$ cat src/rtl/core/gecd_pkg.sv
// ----------------------------------------------------------------------------
// gecd_pkg
// Shared constants, controller states and the command/status words that
// join the controller and the datapath of the grid edge cycle detector.
// ----------------------------------------------------------------------------
package gecd_pkg;

  localparam int COORD_W      = 9;
  localparam int COUNT_W      = 18;
  localparam int MAX_SIDE_DEF = 256;

  localparam logic [COORD_W-1:0] SIDE_RESET = 9'd256;
  localparam logic [COUNT_W-1:0] COUNT_MAX  = 18'h3FFFF;

  typedef enum logic [3:0] {
    ST_CLEAR,
    ST_IDLE,
    ST_CALC,
    ST_DECIDE,
    ST_FIND_ISS,
    ST_FIND,
    ST_COMP_ISS,
    ST_COMP,
    ST_LINK,
    ST_OUT
  } state_e;

  typedef struct packed {
    logic clr_step;
    logic load;
    logic calc;
    logic calc_b;
    logic count_inc;
    logic start_walk;
    logic step_walk;
    logic comp_start;
    logic comp_step;
    logic link;
    logic res_load;
    logic phase;
  } cmd_t;

  typedef struct packed {
    logic clr_last;
    logic skip;
    logic parent_is_root;
    logic cell_is_root;
    logic out_busy;
  } sts_t;

endpackage

$ cat src/rtl/core/gecd_ctrl.sv
// ----------------------------------------------------------------------------
// gecd_ctrl
// Controller: clears parent memory after reset; each edge gets a result after
// cell calculation and, unless skipped, two compressing root walks and a link.
// ----------------------------------------------------------------------------
module gecd_ctrl (
  input  logic           clk_i,
  input  logic           rst_ni,
  input  logic           in_valid_i,
  output logic           in_ready_o,
  input  gecd_pkg::sts_t sts_i,
  output gecd_pkg::cmd_t cmd_o
);

  import gecd_pkg::*;

  state_e state_q, state_d;
  logic   phase_q, phase_d;

  always_ff @(posedge clk_i or negedge rst_ni) begin
    if (!rst_ni) begin
      state_q <= ST_CLEAR;
      phase_q <= 1'b0;
    end else begin
      state_q <= state_d;
      phase_q <= phase_d;
    end
  end

  always_comb begin
    state_d    = state_q;
    phase_d    = phase_q;
    cmd_o      = '0;
    cmd_o.phase = phase_q;
    in_ready_o = 1'b0;
    unique case (state_q)
      ST_CLEAR: begin
        cmd_o.clr_step = 1'b1;
        if (sts_i.clr_last) begin
          state_d = ST_IDLE;
        end
      end
      ST_IDLE: begin
        in_ready_o = 1'b1;
        if (in_valid_i) begin
          cmd_o.load = 1'b1;
          state_d    = ST_CALC;
        end
      end
      ST_CALC: begin
        cmd_o.calc = 1'b1;
        state_d    = ST_DECIDE;
      end
      ST_DECIDE: begin
        cmd_o.calc_b = 1'b1;
        if (sts_i.skip) begin
          state_d = ST_OUT;
        end else begin
          cmd_o.count_inc = 1'b1;
          phase_d         = 1'b0;
          state_d         = ST_FIND_ISS;
        end
      end
      ST_FIND_ISS: begin
        cmd_o.start_walk = 1'b1;
        state_d          = ST_FIND;
      end
      ST_FIND: begin
        if (sts_i.parent_is_root) begin
          state_d = ST_COMP_ISS;
        end else begin
          cmd_o.step_walk = 1'b1;
        end
      end
      ST_COMP_ISS: begin
        cmd_o.comp_start = 1'b1;
        if (sts_i.cell_is_root) begin
          if (!phase_q) begin
            phase_d = 1'b1;
            state_d = ST_FIND_ISS;
          end else begin
            state_d = ST_LINK;
          end
        end else begin
          state_d = ST_COMP;
        end
      end
      ST_COMP: begin
        cmd_o.comp_step = 1'b1;
        if (sts_i.parent_is_root) begin
          if (!phase_q) begin
            phase_d = 1'b1;
            state_d = ST_FIND_ISS;
          end else begin
            state_d = ST_LINK;
          end
        end
      end
      ST_LINK: begin
        cmd_o.link = 1'b1;
        state_d    = ST_OUT;
      end
      ST_OUT: begin
        if (!sts_i.out_busy) begin
          cmd_o.res_load = 1'b1;
          state_d        = ST_IDLE;
        end
      end
      default: begin
        state_d = ST_CLEAR;
      end
    endcase
  end

endmodule

$ cat config.mk
export PLATFORM = sky130hd
export DESIGN_NAME = gecd_ctrl
export DESIGN_NICKNAME = d
export VERILOG_FILES = /design/src/rtl/core/gecd_pkg.sv /design/src/rtl/core/gecd_ctrl.sv
export SDC_FILE = /design/constraint.sdc
export NUM_CORES = 1
export LEC_CHECK = 0
export BUFFER_PORTS_ARGS = -buffer_cell sky130_fd_sc_hd__buf_2
export CAP_MARGIN = 20
export CORE_AREA = 2 2 39 41
export DETAILED_ROUTE_END_ITERATION = 8
export DIE_AREA = 0 0 41 43
export PLACE_DENSITY_LB_ADDON = 0.08
export SLEW_MARGIN = 0
export SYNTH_ARGS = -nofsm -noshare
export SYNTH_HDL_FRONTEND = slang
export SYNTH_SLANG_ARGS = --single-unit
$ cat constraint.sdc
create_clock -name clk_i -period 1.7 [get_ports clk_i]
set_input_delay 0.34 -clock clk_i [delete_from_list [all_inputs] [get_ports clk_i]]
set_output_delay 0.34 -clock clk_i [all_outputs]
set_load 0.01 [all_outputs]
# [Word level (Yosys, flattened, before mapping)]
# Cells that the tools add are included.
[classes] reduce_logical=4 eq_ne=16 mux=28
[op_table] cell="$pmux 4 s10" count=1
[op_table] cell="$mux 4" count=8
[op_table] cell="$mux 1" count=17
[op_table] cell="$eq 4x3->1 const B" count=4
[op_table] cell="$ne 2x2->1 const B" count=7
[op_table] cell="$eq 4x2->1 const B" count=2
[op_table] cell="$eq 4x4->1 const B" count=2
[op_table] cell="$reduce_and 5->1" count=1
[op_table] cell="$eq 4x1->1 const B" count=1
[op_table] cell="$logic_not 4->1" count=1
[op_table] cell="$reduce_and 4->1" count=1
[op_table] cell="$pmux 1 s3" count=1
[op_table] cell="$reduce_bool 3->1" count=1
[op_table] cell="$mux 2" count=1
[word_totals] inputBits=8 reg_bits=5 output_inout_bits=13 elab_cells=50

# [Logic depth before layout (Yosys ltp)]
# Gate-level depths: netlist of run 1.
[depth] word_depth=3 mapped_depth=5 depth_no_buf=4

# [Worst setup path before layout of run 1]
# No wires, ideal clock.
[synth_timing] kind="register to output" from="reg state_q[2]" to="out cmd_o[10] in the netlist's numbering" required_time_ns=1.360 n_path_buf=2 path_stages_with_launch=5 slack_ns=0.144 arrival_time_ns=1.216 cell_sequence="dfrtp_1 -> buf_4 -> buf_2 -> nor3_2 -> and2_1"
[synth_rtl] item="from (decl)" line="gecd_ctrl.sv:17" text="state_e state_q, state_d;"
[synth_rtl] item="from (signal assigned)" line="gecd_ctrl.sv:25" text="state_q <= state_d;"
[synth_rtl] item="to (decl)" line="gecd_ctrl.sv:12" text="output gecd_pkg::cmd_t cmd_o"

==> results of run 1 <==
==> tightest hold or removal path, delay by kind of cell <==
family                 cells  cell delay [ns]
AOI/OAI and AO/OA          1             0.07
buffers and inverters      1             0.10
and+or+nand+nor            1             0.06
==> stage by stage <==
step | instances | hold slack, ns | TNS [ns]
final | 112 | 0.370 | 0
after global routing | 112 | 0.398 | -0.00687
after CTS | 106 | 0.366 | -0.000215
after detailed placement | 101 | 0.159 | 0
after global placement | 101 | 0.159 | 0
after floorplan | 64 | 0.0444 | 0
==> logic make-up (layout without fill, tap and decap cells) <==
logic type	after synthesis	after routing	share of synthesized area (%)
buf+inv	10	42	10.9
mux	3	3	6.00
compound gates	15	15	24.2
simple gates	31	31	37.5
flops	5	5	21.4
==> path summary, 6_finish.rpt <==
kind | from | endpoint | slack, ns
worst max-delay path | state_q[3] | cmd_o[7] | 0.05
worst min-delay path | sts_i[0] | state_q[3] | 0.37
worst max register to register | state_q[0] | state_q[0] | 0.15
worst min register to register | phase_q | phase_q | 0.58
max in group asynchronous | rst_ni | state_q[1] | 1.12
min in group asynchronous | rst_ni | state_q[2] | 0.44
==> Yosys cell counts, drive strengths merged, types with 2 or more instances <==
library cell,count
o32ai,2
nor2,5
nand2,5
inv,3
o21ai,3
dfrtp,5
nor4,3
mux2i,2
a21oi,3
nor3,10
nand2b,4
buf,7
==> registers in the layout, summed over array words and instances (netlist names) <==
register,count
state_q,4
phase_q,1
==> timing repair <==
| item | in CTS | in global routing |
|---|---|---|
| endpoints found under the setup margin | 4 | 6 |
| resized for setup | 4 | 4 |
| hold buffers | 1 | 0 |
| pin swaps | 0 | 0 |
| buffers inserted | 0 | 6 |
| endpoints found under the hold margin | 5 | 0 |
==> power breakdown <==
part	total (W)	leakage (nW)	switching [W]	internal, W
Combinational	0.000980	0.292	0.000480	0.000500
Sequential	0.000287	0.0589	0.000107	0.000180
Clock	0.000132	0.0150	0.0000433	0.0000884
==> area by class of cell <==
type	instances	area [um2]	share of cell area (%)
Multi-Input combinational cell	49	405	49.2
Clock buffer	4	26.3	3.19
Timing Repair Buffer	35	231	28.1
Inverter	3	11.3	1.37
Tap cell	16	20.0	2.43
Sequential cell	5	130	15.8
==> metal layers <==
metal	wire, um	vias up
li1	-	303
met1	721	295
met2	785	10
met3	39	0
met4	0	0
met5	0	-
==> out/metrics.yaml, run 1 <==
logic_synthesis:
  yosysSeqAreaShare_pct: 21.4
  async_reset_ff_share_pct: 100
  yosysTopAreaCell: "dfrtp_1"
  synth.distinct_cells: 33
  synthFlopType: "dfrtp_1"
  synth_warnings: 0
  synth_nets: 72
  avgSynthCellArea_um2: 9.13
  synth-edff-count: 0
  synth_top_area_share_pct: 21.4
  synthCells: 64
  syn-cell-area_um2: 584
  synth_area_leaders: "dfrtp_1, nor3_1, o41ai_4"
  ys_ff_latch: 5
route:
  drt_wl_total_um: 1550
  num_vias: 608
  drtIter0Drc: 7
  drtPass1Iterations: 4
  drcViolationCount: 0
  ant_nets: 0
  wl_per_cell_um: 13.8
  vias_per_cell: 5.43
placed_design:
  routabilityCongestion: 0.748
  placed_area_um2: 712
  port_buffers: 20
  dp_hpwl_um: 1150
  place_ws_ns: 0.200
global_route:
  antenna_found_initial: 0
  grt_max_degree: 12
  grt_use_met1_pct: 27.1
  met3_usage_pct: 3.14
  busiest_layer: "met2"
  grt_pass1_wl_um: 2370
  track_usage_pct: 20.0
  met2_usage_pct: 29.4
  overflow: 0
  grt_pass1_vias: 525
timing:
  post-route-min-period_ns: 1.65
  drv_slew: 0
  relSlewSlack_pct: 75.1
  hold_violations: 0
  rsz0062_at_grt: "true"
  skew_ns: 0.00200
  worst_slack_ns: 0.0471
  period_share_pct: 97.2
  worst_slew_pin_slew_ns: 0.372
  setup_viol: 0
  fmax_mhz: 605
finish:
  final_design_area_no_fill_um2: 825
  antenna_cells: 0
  nets: 105
  final_cell_mix: "buf_2, buf_4, nor3_1"
  drive_above_1_share_pct: 57.3
  post-route-util_pct: 59.6
  fillCellCount: 130
  final_common_cell: "buf_2"
  area_delta_synth_final_pct: 41.1
critical_path:
  path_class: "flip-flop to output port"
  cp_data_required_time_ns: 1.36
  cp_top_family: "flip-flops"
  rr_worst_depth: 4
  cp_slowest_cell: "dfrtp_2"
  crit_cells: 3
  worstSetupEndpointType: "output port"
  cp_max_fo: 11
  crit_buf_inv: 2
  max_stage_delay_ns: 0.44
  worstPathArrival_ns: 1.31
  startpoint_type: "flip-flop"
  path_cells: "buf_4 -> nor4_4 -> buf_2"
pwr:
  p_leak_nw: 0.366
  ir_drop_uv: 1050
  power_w: 0.00140
  power_density_mw_per_mm2: 1700
die:
  die_y_um: 43
  start_util_pct: 42.2
  die_w_um: 41
  core-area_mm2: 0.00138
  boundaryPins: 21
  dieArea_mm2: 0.00176
  rows: 14
hold_path:
  min_path_cells: 3
  hold_class: "input pin to flip-flop"
outcome:
  status: "complete, no violations"
cts:
  insertion_delay_ns: 0.24
  cts_root_buffer: "clkbuf_4"
  htreeDepth: 1
  clock-sinks: 5
  path_clk_slew_ns: 0.04
  cts_buffers: 3
  cts_tree: "built"
  cts_buffer_depth: 2
job:
  cap_violations: 0
Power figures use the tool's default switching activity.
==> run 2: changes to the inputs <==
--- a/config.mk
+++ b/config.mk
@@ -7,9 +7,11 @@
 export LEC_CHECK = 0
 export BUFFER_PORTS_ARGS = -buffer_cell sky130_fd_sc_hd__buf_2
 export CAP_MARGIN = 20
-export CORE_AREA = 2 2 39 41
+export CELL_PAD_IN_SITES_DETAIL_PLACEMENT = 0
+export CELL_PAD_IN_SITES_GLOBAL_PLACEMENT = 1
+export CORE_MARGIN = 2
+export CORE_UTILIZATION = 34
 export DETAILED_ROUTE_END_ITERATION = 8
-export DIE_AREA = 0 0 41 43
 export PLACE_DENSITY_LB_ADDON = 0.08
 export SLEW_MARGIN = 0
 export SYNTH_ARGS = -nofsm -noshare
==> out/metrics.yaml, run 2 (synthesized netlist as in run 1, its figures left out) <==
die:
  boundaryPins: 21  # unchanged
  die_y_um: 45.5  # +5.7%
  core-area_mm2: 0.00156  # +13%
  rows: 14  # unchanged
  dieArea_mm2: 0.00207  # +17%
  die_w_um: 45.5  # +11%
  start_util_pct: 37.5  # -4.7 points
critical_path:
  worstPathArrival_ns: 1.30  # about the same
  path_class: "flip-flop to output port"
  startpoint_type: "flip-flop"
  cp_max_fo: 6  # -5
  rr_worst_depth: 6  # +2
  r2r_slack_ns: 0.21  # +0.06 ns
  cp_data_required_time_ns: 1.36  # about the same
  r2r_end: "state_q[0]"
  cp-startpoint: "state_q[3]"
  worstSetupEndpointType: "output port"
  rr_startpoint: "state_q[2]"
  endpoint: "cmd_o[10]"
pwr:
  ir_drop_uv: 1010  # -3.3%
  power_density_mw_per_mm2: 1690  # -0.37%
  power_w: 0.00149  # +6.3%
  p_leak_nw: 0.410  # +12%
timing:
  period_share_pct: 96.3  # -0.89 points
  post-route-min-period_ns: 1.64  # -0.0151 ns
  holdWs_ns: 0.379  # +0.00912 ns
  worst_slew_pin_slew_ns: 0.347  # -0.0242 ns
  hold_violations: 0  # unchanged
  fmax_mhz: 611  # +0.92%
  setup_viol: 0  # unchanged
  skew_ns: 0.00170  # -0.000298 ns
  relSlewSlack_pct: 76.8  # +1.6 points
  drv_slew: 0  # unchanged
hold_path:
  hold_class: "input pin to flip-flop"
cts:
  path_clk_slew_ns: 0.04  # about the same
  htreeDepth: 1  # unchanged
  cts_tree: "built"
  insertion_delay_ns: 0.23  # about the same
  cts_buffers: 3  # unchanged
  clock-sinks: 5  # unchanged
  cts_buffer_depth: 2  # unchanged
  cts_root_buffer: "clkbuf_4"
finish:
  post-route-util_pct: 56.4  # -3.2 points
  antenna_cells: 0  # unchanged
  largest-register: "state_q"
  largest_register_ffs: 4  # unchanged
  drive_above_1_share_pct: 60.0  # +2.7 points
  final_cell_mix: "buf_4, buf_2, nor3_1"
  top_regs: "state_q (4), phase_q (1)"
  area_delta_synth_final_pct: 50.5
  nets: 114  # +8.6%
  final_common_cell: "buf_4"
global_route:
  overflow: 0  # unchanged
  grt_pass1_wl_um: 2490  # +5.2%
  track_usage_pct: 16.6  # -3.4 points
  grt_pass1_vias: 553  # +5.3%
  met2_usage_pct: 24.5  # -4.9 points
  grt_max_degree: 13  # +1
  met3_usage_pct: 0  # -3.1 points
  busiest_layer: "met1"
  antenna_found_initial: 0  # unchanged
  grt_use_met1_pct: 25.4  # -1.8 points
route:
  vias_per_cell: 5.10  # -6.1%
  drtIter0Drc: 12  # +5
  ant_nets: 0  # unchanged
  drt_wl_total_um: 1650  # +7.0%
  drtPass1Iterations: 2  # -2
  num_vias: 617  # +1.5%
  drcViolationCount: 0  # unchanged
  wl_per_cell_um: 13.7  # -0.97%
job:
  cap_violations: 0  # unchanged
placed_design:
  port_buffers: 20  # unchanged
  dp_hpwl_um: 1140  # -0.91%
  routabilityCongestion: 0.765  # +2.2%
outcome:
  status: "complete, no violations"
-- run 2: cell types whose count changed in the layout (fill, tap and decap cells not counted), sizes merged --
| cell | delta |
|---|---|
| buf | +8 |
| clkbuf | +1 |
-- run 2: timing repair --
action                                  in CTS  in global routing
endpoints found under the hold margin        5                  0
pin swaps                                    0                  1
hold buffers                                 1                  0
setup buffers                                5                  8
resized for setup                            3                  4
endpoints found under the setup margin      10                  4
-- run 2: worst min-delay path by stage --
stage                   from         end  cells past startpoint
global route        sts_i[0]  state_q[3]                      3
detailed placement    rst_ni  state_q[2]                      1
floorplan             rst_ni     phase_q                      0
global placement      rst_ni  state_q[2]                      1
CTS                 sts_i[0]  state_q[3]                      3
finish              sts_i[0]  state_q[3]                      3
-- run 2: cell type report --
cell class	instances	area, um2
flip-flops and latches	5	129
multi-input cells	49	409
inverters	3	11.3
fillers	154	679
well taps	16	20.0
repair buffers	44	284
clock buffers	4	26.3
-- run 2: worst max-delay path, stage by stage, from the launching register on --
cell and delay, ns:
dfrtp_2 0.45, buf_4 0.17, nor3_2 0.17, and2_1 0.15
buf_2 0.12
-- run 2: power breakdown --
group	switching [W]	internal (W)
sequential	0.0000832	0.000178
combinational	0.000529	0.000566
clock	0.0000422	0.0000883
-- run 2: per-stage QoR --
stage	setup TNS [ns]	std cells	cell area, um2	setup WS [ns]
after floorplan	0	64	584	0.144
after global placement	0	103	727	0.0934
after detailed placement	0	103	727	0.113
after CTS	0	113	805	0.0240
after global routing	-0.0470	121	880	-0.0470
final	0	121	880	0.0623
-- run 2: metal layers --
layer	vias to the layer above	wire, um
met5	-	0
met4	0	0
met3	0	47
met2	10	817
met1	287	789
li1	320	-
